File: src/hw/rtl/assert_macros.svh
// Assertion macros shared by the RTL modules.
`ifndef ASSERT_MACROS_SVH
`define ASSERT_MACROS_SVH

// Clocked check, switched off while reset is asserted (active low).
`define ASSERT_CLK(lbl, clk, rst_n, prop, msg) \
    lbl: assert property (@(posedge clk) disable iff (!rst_n) prop) else $error(msg);

// Clocked check that also holds during reset.
`define ASSERT_ALWAYS(lbl, clk, prop, msg) \
    lbl: assert property (@(posedge clk) prop) else $error(msg);

`endif

File: src/hw/rtl/hpws_pkg.sv
// Types and constants of the HSV pixel to LED symbol encoder.
package hpws_pkg;

    localparam int BITS_PER_PIXEL = 24;
    localparam int TICK_W         = 15;
    localparam int CFG_IDX_W      = 3;

    // Register indexes of the configuration port.
    localparam logic [CFG_IDX_W-1:0] CFG_ZERO_HIGH  = 3'd0;
    localparam logic [CFG_IDX_W-1:0] CFG_ZERO_LOW   = 3'd1;
    localparam logic [CFG_IDX_W-1:0] CFG_ONE_HIGH   = 3'd2;
    localparam logic [CFG_IDX_W-1:0] CFG_ONE_LOW    = 3'd3;
    localparam logic [CFG_IDX_W-1:0] CFG_LATCH_HALF = 3'd4;

    // Reset values of the tick registers.
    localparam logic [TICK_W-1:0] RST_ZERO_HIGH  = 15'd3;
    localparam logic [TICK_W-1:0] RST_ZERO_LOW   = 15'd9;
    localparam logic [TICK_W-1:0] RST_ONE_HIGH   = 15'd9;
    localparam logic [TICK_W-1:0] RST_ONE_LOW    = 15'd3;
    localparam logic [TICK_W-1:0] RST_LATCH_HALF = 15'd250;

    typedef struct packed {
        logic [TICK_W-1:0] zero_high;
        logic [TICK_W-1:0] zero_low;
        logic [TICK_W-1:0] one_high;
        logic [TICK_W-1:0] one_low;
        logic [TICK_W-1:0] latch_half;
    } t_tick_cfg;

    // Finished pixel, green/blue/red with green in the top byte.
    typedef struct packed {
        logic                      vld;
        logic [BITS_PER_PIXEL-1:0] grb;
    } t_rgb_item;

endpackage

File: src/hw/rtl/hpws_hsv_pipe.sv
// Six-stage HSV to RGB conversion pipeline.
`include "assert_macros.svh"

module hpws_hsv_pipe (
    input  logic               i_clk,
    input  logic               i_rst_n,
    input  logic               i_valid,
    output logic               o_ready,
    input  logic [8:0]         i_hue,
    input  logic [6:0]         i_saturation,
    input  logic [6:0]         i_value_level,
    input  logic               i_off,
    output hpws_pkg::t_rgb_item o_item,
    input  logic               i_ready
);
    import hpws_pkg::*;

    // floor(x/100) = (x*5243) >> 19 for x <= 25500
    localparam logic [13:0] DIV100_MUL = 14'd5243;
    // floor(q/60) = (q*17477) >> 20 for q <= 15045
    localparam logic [14:0] DIV60_MUL  = 15'd17477;

    logic en1, en2, en3, en4, en5, en6;

    // stage 1
    logic       r_v1, r_off1;
    logic [6:0] r_s1;
    logic [7:0] r_hi1;
    logic [2:0] r_sec1;
    logic [5:0] r_rem1;
    // stage 2
    logic        r_v2, r_off2;
    logic [7:0]  r_hi2;
    logic [2:0]  r_sec2;
    logic [5:0]  r_rem2;
    logic [14:0] r_p2;
    // stage 3
    logic       r_v3, r_off3;
    logic [7:0] r_hi3, r_lo3, r_d3;
    logic [2:0] r_sec3;
    logic [5:0] r_rem3;
    // stage 4
    logic        r_v4, r_off4;
    logic [7:0]  r_hi4, r_lo4, r_d4;
    logic [2:0]  r_sec4;
    logic [13:0] r_q4;
    // stage 5
    logic       r_v5, r_off5;
    logic [7:0] r_hi5, r_lo5, r_d5, r_adj5;
    logic [2:0] r_sec5;
    // stage 6
    logic                      r_v6;
    logic [BITS_PER_PIXEL-1:0] r_grb6;

    logic [8:0]  h_mod;
    logic [6:0]  s_c, v_c;
    logic [14:0] v255;
    logic [27:0] hi_prod;
    logic [2:0]  n_sec;
    logic [8:0]  sec_base;
    logic [8:0]  rem_full;
    logic [27:0] lo_prod;
    logic [7:0]  lo3;
    logic [28:0] adj_prod;
    logic [7:0]  ch_r, ch_g, ch_b, up, dn;

    assign en6     = !r_v6 || i_ready;
    assign en5     = !r_v5 || en6;
    assign en4     = !r_v4 || en5;
    assign en3     = !r_v3 || en4;
    assign en2     = !r_v2 || en3;
    assign en1     = !r_v1 || en2;
    assign o_ready = en1;

    always_comb begin
        h_mod   = (i_hue >= 9'd360) ? (i_hue - 9'd360) : i_hue;
        s_c     = (i_saturation > 7'd100) ? 7'd100 : i_saturation;
        v_c     = (i_value_level > 7'd100) ? 7'd100 : i_value_level;
        v255    = {v_c, 8'b0} - 15'(v_c);
        hi_prod = 28'(v255) * 28'(DIV100_MUL);
        n_sec   = 3'(h_mod >= 9'd60) + 3'(h_mod >= 9'd120) + 3'(h_mod >= 9'd180)
                + 3'(h_mod >= 9'd240) + 3'(h_mod >= 9'd300);
        case (n_sec)
            3'd0:    sec_base = 9'd0;
            3'd1:    sec_base = 9'd60;
            3'd2:    sec_base = 9'd120;
            3'd3:    sec_base = 9'd180;
            3'd4:    sec_base = 9'd240;
            default: sec_base = 9'd300;
        endcase
        rem_full = h_mod - sec_base;
        lo_prod  = 28'(r_p2) * 28'(DIV100_MUL);
        lo3      = lo_prod[26:19];
        adj_prod = 29'(r_q4) * 29'(DIV60_MUL);
        up       = r_lo5 + r_adj5;
        dn       = r_hi5 - r_adj5;
        case (r_sec5)
            3'd0: begin ch_r = r_hi5; ch_g = up;    ch_b = r_lo5; end
            3'd1: begin ch_r = dn;    ch_g = r_hi5; ch_b = r_lo5; end
            3'd2: begin ch_r = r_lo5; ch_g = r_hi5; ch_b = up;    end
            3'd3: begin ch_r = r_lo5; ch_g = dn;    ch_b = r_hi5; end
            3'd4: begin ch_r = up;    ch_g = r_lo5; ch_b = r_hi5; end
            default: begin ch_r = r_hi5; ch_g = r_lo5; ch_b = dn; end
        endcase
    end

    always_ff @(posedge i_clk) begin
        if (!i_rst_n) begin
            r_v1 <= 1'b0;
            r_v2 <= 1'b0;
            r_v3 <= 1'b0;
            r_v4 <= 1'b0;
            r_v5 <= 1'b0;
            r_v6 <= 1'b0;
        end else begin
            if (en1) r_v1 <= i_valid;
            if (en2) r_v2 <= r_v1;
            if (en3) r_v3 <= r_v2;
            if (en4) r_v4 <= r_v3;
            if (en5) r_v5 <= r_v4;
            if (en6) r_v6 <= r_v5;
        end
    end

    always_ff @(posedge i_clk) begin
        if (en1) begin
            r_off1 <= i_off;
            r_s1   <= s_c;
            r_hi1  <= hi_prod[26:19];
            r_sec1 <= n_sec;
            r_rem1 <= rem_full[5:0];
        end
        if (en2) begin
            r_off2 <= r_off1;
            r_hi2  <= r_hi1;
            r_sec2 <= r_sec1;
            r_rem2 <= r_rem1;
            r_p2   <= 15'(r_hi1) * (15'd100 - 15'(r_s1));
        end
        if (en3) begin
            r_off3 <= r_off2;
            r_hi3  <= r_hi2;
            r_lo3  <= lo3;
            r_d3   <= r_hi2 - lo3;
            r_sec3 <= r_sec2;
            r_rem3 <= r_rem2;
        end
        if (en4) begin
            r_off4 <= r_off3;
            r_hi4  <= r_hi3;
            r_lo4  <= r_lo3;
            r_d4   <= r_d3;
            r_sec4 <= r_sec3;
            r_q4   <= 14'(r_d3) * 14'(r_rem3);
        end
        if (en5) begin
            r_off5 <= r_off4;
            r_hi5  <= r_hi4;
            r_lo5  <= r_lo4;
            r_d5   <= r_d4;
            r_sec5 <= r_sec4;
            r_adj5 <= adj_prod[27:20];
        end
        if (en6) begin
            // drop to black on an off request
            r_grb6 <= r_off5 ? '0 : {ch_g, ch_b, ch_r};
        end
    end

    assign o_item.vld = r_v6;
    assign o_item.grb = r_grb6;

    `ASSERT_CLK(a_out_hold, i_clk, i_rst_n, r_v6 && !i_ready |=> r_v6 && $stable(r_grb6), "pipe lost a stalled pixel")
    `ASSERT_CLK(a_head_hold, i_clk, i_rst_n, r_v1 && !en2 |=> r_v1, "pipe dropped an item at stage one")
    `ASSERT_CLK(a_adj_range, i_clk, i_rst_n, r_v5 |-> r_adj5 <= r_d5, "hue adjustment exceeds max minus min")

endmodule

File: src/hw/rtl/hpws_ser.sv
// Serializer: one finished pixel into 24 bit symbols and a latch symbol.
`include "assert_macros.svh"

module hpws_ser (
    input  logic                       i_clk,
    input  logic                       i_rst_n,
    input  hpws_pkg::t_rgb_item        i_item,
    output logic                       o_ready,
    input  hpws_pkg::t_tick_cfg        i_cfg,
    output logic                       o_valid,
    input  logic                       i_stall,
    output logic                       o_level_first,
    output logic [hpws_pkg::TICK_W-1:0] o_ticks_first,
    output logic                       o_level_second,
    output logic [hpws_pkg::TICK_W-1:0] o_ticks_second,
    output logic                       o_data_bit,
    output logic                       o_last
);
    import hpws_pkg::*;

    localparam logic [4:0] LATCH_IDX = 5'(BITS_PER_PIXEL);

    logic                      r_busy;
    logic [4:0]                r_cnt;
    logic [BITS_PER_PIXEL-1:0] r_word;
    logic                      r_oval, r_olevel1, r_obit, r_olast;
    logic [TICK_W-1:0]         r_oticks1, r_oticks2;

    logic out_free, last_sym, take, bit_now;

    assign out_free = !r_oval || !i_stall;
    assign last_sym = (r_cnt == LATCH_IDX);
    assign o_ready  = !r_busy || (out_free && last_sym);
    assign take     = i_item.vld && o_ready;
    assign bit_now  = r_word[BITS_PER_PIXEL-1];

    always_ff @(posedge i_clk) begin
        if (!i_rst_n) begin
            r_busy <= 1'b0;
            r_cnt  <= '0;
            r_oval <= 1'b0;
        end else begin
            if (out_free) begin
                r_oval <= r_busy;
                if (r_busy) begin
                    r_cnt <= r_cnt + 5'd1;
                    if (last_sym) r_busy <= 1'b0;
                end
            end
            // load a new pixel; overrides the count step above
            if (take) begin
                r_busy <= 1'b1;
                r_cnt  <= '0;
            end
        end
    end

    always_ff @(posedge i_clk) begin
        if (out_free && r_busy) begin
            r_word <= r_word << 1;
            if (last_sym) begin
                r_olevel1 <= 1'b0;
                r_oticks1 <= i_cfg.latch_half;
                r_oticks2 <= i_cfg.latch_half;
                r_obit    <= 1'b0;
                r_olast   <= 1'b1;
            end else begin
                r_olevel1 <= 1'b1;
                r_oticks1 <= bit_now ? i_cfg.one_high : i_cfg.zero_high;
                r_oticks2 <= bit_now ? i_cfg.one_low : i_cfg.zero_low;
                r_obit    <= bit_now;
                r_olast   <= 1'b0;
            end
        end
        if (take) r_word <= i_item.grb;
    end

    assign o_valid        = r_oval;
    assign o_level_first  = r_olevel1;
    assign o_ticks_first  = r_oticks1;
    assign o_level_second = 1'b0;
    assign o_ticks_second = r_oticks2;
    assign o_data_bit     = r_obit;
    assign o_last         = r_olast;

    `ASSERT_CLK(a_cnt_range, i_clk, i_rst_n, r_busy |-> r_cnt <= LATCH_IDX, "symbol count past the latch")
    `ASSERT_CLK(a_start_zero, i_clk, i_rst_n, $rose(r_busy) |-> r_cnt == 5'd0, "pixel started mid count")
    `ASSERT_CLK(a_latch_low, i_clk, i_rst_n, r_oval && r_olast |-> !r_olevel1 && !r_obit, "latch symbol not all low")

endmodule

File: src/hw/rtl/hsv_pixel_to_ws2812_symbols_top.sv
// Top level: HSV pixel requests in, LED pulse symbols out.
//
//  channel   direction  handshake            payload
//  pixel     in         i_valid / o_stall    i_hue, i_saturation, i_value_level, i_off
//  symbol    out        o_valid / i_stall    o_level_first .. o_last
//  config    in         i_cfg_we             i_cfg_idx, i_cfg_data
//
// Each pixel gives 25 symbols, one per cycle while i_stall is low; the serializer takes
// the next pixel in the cycle in which it sends the latch symbol of the last one.
// A pixel enters the six-stage color pipeline in any cycle in which o_stall is low; from
// the last stage it passes the serializer's word register and then the symbol register.
// Synchronous active-low reset empties the pipeline and restores the tick registers.
// A stall holds the symbol register; pixels queue in the pipeline stages behind it.
module hsv_pixel_to_ws2812_symbols_top (
    input  logic                            i_clk,
    input  logic                            i_rst_n,
    input  logic                            i_valid,
    output logic                            o_stall,
    input  logic [8:0]                      i_hue,
    input  logic [6:0]                      i_saturation,
    input  logic [6:0]                      i_value_level,
    input  logic                            i_off,
    output logic                            o_valid,
    input  logic                            i_stall,
    output logic                            o_level_first,
    output logic [hpws_pkg::TICK_W-1:0]     o_ticks_first,
    output logic                            o_level_second,
    output logic [hpws_pkg::TICK_W-1:0]     o_ticks_second,
    output logic                            o_data_bit,
    output logic                            o_last,
    input  logic                            i_cfg_we,
    input  logic [hpws_pkg::CFG_IDX_W-1:0]  i_cfg_idx,
    input  logic [hpws_pkg::TICK_W-1:0]     i_cfg_data
);
    import hpws_pkg::*;

    t_tick_cfg r_cfg;
    t_rgb_item pix_item;
    logic      pipe_ready, ser_ready;

    always_ff @(posedge i_clk) begin
        if (!i_rst_n) begin
            r_cfg.zero_high  <= RST_ZERO_HIGH;
            r_cfg.zero_low   <= RST_ZERO_LOW;
            r_cfg.one_high   <= RST_ONE_HIGH;
            r_cfg.one_low    <= RST_ONE_LOW;
            r_cfg.latch_half <= RST_LATCH_HALF;
        end else if (i_cfg_we) begin
            unique case (i_cfg_idx)
                CFG_ZERO_HIGH:  r_cfg.zero_high  <= i_cfg_data;
                CFG_ZERO_LOW:   r_cfg.zero_low   <= i_cfg_data;
                CFG_ONE_HIGH:   r_cfg.one_high   <= i_cfg_data;
                CFG_ONE_LOW:    r_cfg.one_low    <= i_cfg_data;
                CFG_LATCH_HALF: r_cfg.latch_half <= i_cfg_data;
                default: ;
            endcase
        end
    end

    hpws_hsv_pipe u_pipe (
        .i_clk         (i_clk),
        .i_rst_n       (i_rst_n),
        .i_valid       (i_valid),
        .o_ready       (pipe_ready),
        .i_hue         (i_hue),
        .i_saturation  (i_saturation),
        .i_value_level (i_value_level),
        .i_off         (i_off),
        .o_item        (pix_item),
        .i_ready       (ser_ready)
    );

    hpws_ser u_ser (
        .i_clk          (i_clk),
        .i_rst_n        (i_rst_n),
        .i_item         (pix_item),
        .o_ready        (ser_ready),
        .i_cfg          (r_cfg),
        .o_valid        (o_valid),
        .i_stall        (i_stall),
        .o_level_first  (o_level_first),
        .o_ticks_first  (o_ticks_first),
        .o_level_second (o_level_second),
        .o_ticks_second (o_ticks_second),
        .o_data_bit     (o_data_bit),
        .o_last         (o_last)
    );

    assign o_stall = !pipe_ready;

endmodule
File: config.mk
export PLATFORM = sky130hd
export DESIGN_NAME = hsv_pixel_to_ws2812_symbols_top
export DESIGN_NICKNAME = d
export VERILOG_FILES = /design/src/hw/rtl/hpws_pkg.sv /design/src/hw/rtl/hpws_hsv_pipe.sv /design/src/hw/rtl/hpws_ser.sv /design/src/hw/rtl/hsv_pixel_to_ws2812_symbols_top.sv
export VERILOG_INCLUDE_DIRS = /design/src /design/src/hw/rtl
export SDC_FILE = /design/constraint.sdc
export NUM_CORES = 1
export LEC_CHECK = 0
export BUFFER_PORTS_ARGS = -buffer_cell sky130_fd_sc_hd__buf_2
export CAP_MARGIN = 30
export CORE_MARGIN = 2
export CORE_UTILIZATION = 69
export CTS_BUF_LIST = sky130_fd_sc_hd__clkbuf_16
export CTS_CLUSTER_DIAMETER = 200
export DETAILED_ROUTE_END_ITERATION = 12
export PLACE_DENSITY = 0.9
export SYNTH_ARGS = -nofsm -noshare
export SYNTH_HDL_FRONTEND = slang
export SYNTH_SLANG_ARGS = --single-unit
File: constraint.sdc
create_clock -name i_clk -period 12.5 [get_ports i_clk]
set_clock_uncertainty 0.05 [all_clocks]
set_input_delay 1.25 -clock i_clk [delete_from_list [all_inputs] [get_ports i_clk]]
set_output_delay 1.25 -clock i_clk [all_outputs]
set_load 0.02 [all_outputs]
Word level (Yosys, flattened, before mapping). Cells that the tools add are included.

Add/sub/neg operators: 12. $mul: 5. Div/mod/pow operators: 0. Magnitude comparators: 8. Equal/unequal tests: 13. Shift operators: 0. Muxes and demuxes: 17. Bitwise operators: 1. Reductions and logical operators: 37.

Operator list (count): case mux 8 bit (3 select lines) (3); 2-to-1 mux 15 bit (4); multiplier 15 x 13 -> 27 bit, second input constant (2); 2-to-1 mux 24 bit (2); case mux 6 bit (5 select lines) (1); multiplier 14 x 15 -> 28 bit, second input constant (1); equality test 3 x 2 -> 1 bit, second input constant (6); greater-or-equal comparator 9 x 8 -> 1 bit, second input constant (2); greater-or-equal comparator 9 bit, second input constant (2); subtractor 8 bit (2); multiplier 8 x 15 -> 15 bit (1); subtractor 15 x 7 -> 15 bit (1); greater-than comparator 7 bit, second input constant (2); multiplier 8 x 6 -> 14 bit (1); AND reduction 2 bit (6); zero test 1 bit (10); OR reduction 2 bit (5); adder 3 x 1 -> 3 bit (3); equality test 3 x 1 -> 1 bit, second input constant (3); equality test 3 bit, second input constant (3); greater-or-equal comparator 9 x 6 -> 1 bit, second input constant (1); greater-or-equal comparator 9 x 7 -> 1 bit, second input constant (1); zero test 3 bit (3); 2-to-1 mux 9 bit (1); 13 further kinds (27).

Register bits: 323. Latch bits: 0. Memory bits (writable): 0. Bits in read-only memories: 0. Output and inout bits: 36. Memories: 0.

Logic depth before layout (Yosys ltp).
Depth in word-level cells: 11. Depth in mapped cells: 30. Mapped depth without buffers: 29.

Hierarchy. From an unflattened synthesis, not the netlist that was laid out.

Cell total of the unflattened synthesis: 2463. Area total of the unflattened synthesis: 26524.2 µm².

Modules (own cells, without submodules): hpws_hsv_pipe (instances 1, cells an instance 1975, area an instance 20646.1 µm², seq. area each 5465.2 µm²); hpws_ser (instances 1, cells an instance 214, area an instance 3027.9 µm², seq. area each 1851.8 µm²); hsv_pixel_to_ws2812_symbols_top (instances 1, cells an instance 274, area an instance 2850.2 µm², seq. area each 1501.4 µm²).

Worst setup path after synthesis. OpenSTA, ideal clock, no wires.

Path type: input-to-reg. From: input port i_value_level[1]. To: register u_pipe.r_hi1[7], data pin. Setup time: 266 ps. Data arrival time: 7686 ps. Path slack: 4498 ps. Stages on the path: 30. Cell sequence: buf_2 o21a_1 o311ai_0 nand2_1 ha_1 or3b_4 o21ai_4 nor3_1 xnor2_1 nor2_1 inv_1 fa_1 inv_1 ha_1 inv_1 fa_1 inv_1 fa_1 inv_1 fa_1 inv_1 ha_1 a21oi_1 nand2_1 a211oi_1 or3_1 a21oi_1 or2_2 o41ai_1 xnor2_1.

Word-level cells in the longest chain between the ends: 4.

RTL lines: from (decl) (RTL line hsv_pixel_to_ws2812_symbols_top.sv:21) `input logic [6:0] i_value_level,`; greater-than comparator 7 bit (RTL line hpws_hsv_pipe.sv:78) `v_c = (i_value_level > 7'd100) ? 7'd100 : i_value_level;`; 2-to-1 mux 7 bit (*) (RTL line hpws_hsv_pipe.sv:78); subtractor 15 x 7 -> 15 bit (*) (RTL line hpws_hsv_pipe.sv:79) `v255 = {v_c, 8'b0} - 15'(v_c);`; multiplier 15 x 13 -> 27 bit (*) (RTL line hpws_hsv_pipe.sv:80) `hi_prod = 28'(v255) * 28'(DIV100_MUL);`; net u_pipe.hi_prod[26] (RTL line hpws_hsv_pipe.sv:58) `logic [27:0] hi_prod;`; to (signal assigned) (RTL line hpws_hsv_pipe.sv:129) `r_hi1 <= hi_prod[26:19];`; to (decl) (RTL line hpws_hsv_pipe.sv:28) `logic [7:0] r_hi1;`.

Mark *: on every way through the listed nets, which the timed path passes. The rest lies on a longest branch. A chain may end at the register's enable or synchronous reset.

Worst setup path in the final report.
From: input port i_value_level[0]. To: register u_pipe.r_hi1[7], data pin.

Same word-level chain as after synthesis.

==> metrics.yaml <==
timing:
  slew_headroom_pct: 32.59
  slew_viol_final: 0
  max_slew.worst_pin.slew_ns: 1.011
  finalCritPeriodShare_pct: 66.93
  min_period_ns: 8.366
  fin_ws_ns: 4.134
  finalSetupViolations: 0
  finalHoldViolations: 0
  fmax_mhz: 119.5
  tns_ns: 0
  rsz0062_at_grt: "no"
yosys:
  ys.warnings.count: 0
  ys_ff_latch: 323
  synth_edf_count: 235
  synth_nets: 3119
  synth_area_mm2: 0.02620
  ys_async_sr_fraction_pct: 0
  synth_flop_cell: "edfxtp_1"
  syn_inst: 2478
  ys_types: 71
  yosysSeqAreaShare_pct: 33.66
  synth_area_per_cell_um2: 10.57
placed_design:
  dpl.cell_count: 3020
  port_buffers: 81
  place_ws_ns: 3.607
  gp_congestion: 0.9418
  hpwl_um: 41880
clocking:
  cts_made_buffers: 35
  cts_tree: "built"
  cts-root-buf: "clkbuf_16"
  htree_levels: 2
  cts-resized-gates: 0
  worstSkewPairLatency_ns: 0.56
  post-cts-setup-buffer-count: 0
  clkSinkCount: 323
  max-clock-path-buffers: 3
  cts_hold_buf: 0
  clk_pin_slew_ns: 0.06
route:
  drc: 0
  first_iter_violations: 1529
  vias_per_cell: 5.836
  detail-route-antenna-nets: 0
  drt-total-wl_um: 56520
  dr_total_vias: 18010
  firstDrtPassIters: 8
  wl_per_cell_um: 18.32
worst_setup_path:
  r2r_setup_slack_ns: 5.45
  required_ns: 12.73
  cp-start-kind: "input pin"
  worst_path_largest_cell_delay_ns: 0.64
  end_kind: "register"
  crit_path_frequent_cell: "inv_1"
  r2r-end: "u_pipe.r_d3[7]"
  critPathArrivalTime_ns: 8.60
  cp_slowest_cell: "o311ai_0"
  crit_fanout: 12
  timing.rr.start: "u_pipe.r_p2[5]"
  crit_type: "input pin to register"
  r2r_cells: 26
die:
  die_w_um: 198.9
  rows: 71
  die_y_um: 198.9
  die-area_mm2: 0.03954
  start_util_pct: 69.88
  pin_count: 83
  core_mm2: 0.03749
global_routing:
  overflow: 0
  grt_max_degree: 66
  antenna_found_initial: 2
  grt_pass1_wl_um: 92560
  grt_pass1_vias: 18940
  grtUsageTotal_pct: 29.89
flow_run:
  max-cap-violations: 0
final_layout:
  finish.utilization_pct: 75.49
  filler_cell_count: 2337
  multi_input_comb_area_mm2: 0.01541
  register_area_mm2: 0.008818
  final_layout_size_suffix_gt1_share_pct: 7.110
  final_cell_mix: "470 x inv_1, 358 x ha_1, 261 x nand2_1"
  final_common_cell: "inv_1"
  final_cell_count_no_fill: 3086
  synthToLayoutAreaGrowth_pct: 8.028
  nets: 3188
min_path:
  hp-start: "u_pipe.r_lo4[6]"
  hp-class: "register to register"
  whs_path_depth: 0
  hold_end: "u_pipe.r_lo5[6]"
run_status:
  status: "finished, final reports clean"
[layout make-up]
cell class	instances	share of cell area, %
Sequential cell	323	31.16
Inverter	460	6.101
Antenna cell	1	0.008842
Timing Repair Buffer	95	1.989
Multi-Input combinational cell	1632	54.45
Clock inverter	26	0.6764
Clock buffer	38	3.360
Tap cell	511	2.259
[through the flow]
| stage | area (um^2) | hold slack (ns) |
|---|---|---|
| final | 28300 | 0.3634 |
| after global routing | 28300 | 0.3727 |
| after CTS | 28280 | 0.3596 |
| after detailed placement | 27140 | 0.3545 |
| after global placement | 27070 | 0.3515 |
| after floorplan | 26200 | 0.3503 |
[critical path: cells and delay by family]
kind	cells	cell delay [ns]
buf+inv	7	0.62
simple gates	7	1.61
fa+ha+maj	7	3.03
compound gates	7	1.85
xor+xnor	2	0.21
[per-layer routing]
metal | vias up | global-route usage (%) | routed length (um)
met2 | 738 | 52.10 | 28420
li1 | 8322 | - | -
met4 | 2 | 13.88 | 2253
met1 | 8760 | 36.30 | 21990
met3 | 189 | 5.120 | 3839
met5 | - | 0 | 17
[registers in the layout, summed over array words and instances, names as in the netlist, 14 cells and up]
| name | cells |
|---|---|
| u_pipe.r_q4 | 14 |
| u_ser.r_word | 24 |
| r_cfg | 75 |
| u_ser.o_ticks_second | 15 |
| u_ser.o_ticks_first | 15 |
| u_pipe.r_grb6 | 24 |
| u_pipe.r_p2 | 15 |
[how the worst max path moves through the flow]
| stage | start | cells after the start | endpoint |
|---|---|---|---|
| final | i_value_level[0] | 30 | u_pipe.r_hi1[7] |
| after floorplan | i_value_level[1] | 30 | u_pipe.r_hi1[7] |
| after global placement | i_value_level[0] | 30 | u_pipe.r_hi1[7] |
| after global routing | i_value_level[0] | 30 | u_pipe.r_hi1[7] |
| after CTS | i_value_level[0] | 30 | u_pipe.r_hi1[7] |
| after detailed placement | i_value_level[0] | 30 | u_pipe.r_hi1[7] |
[cells by family after synthesis]
group                      synth area share, %
adders and majority gates                35.13
and+or+nand+nor                          9.543
buffers and inverters                    7.551
AOI/OAI and AO/OA                        8.277
DFF                                      33.66
xor gates and xnor gates                 3.534
muxes                                    2.288
other                                  0.01431
[Yosys cell counts, drive strengths merged (14+ instances only)]
cell	count	area (um^2)
nand2	261	979.7
clkbuf	52	195.2
a21oi	96	480.5
nor2	107	401.6
nand3	31	155.2
and2	61	381.6
o21a	14	105.1
ha	358	4479
a21boi	67	503.0
o21ai	39	206.5
edfxtp	235	7057
fa	236	4725
xor2	26	227.7
mux2	23	259.0
inv	459	1723
dfxtp	88	1762
xnor2	75	675.7
nor3	19	100.1
a21o	26	195.2
mux2i	34	340.3
Power is left out: the tool's default activity adds up to more than one toggle a clock period on the data nets, which glitch-free logic cannot reach.
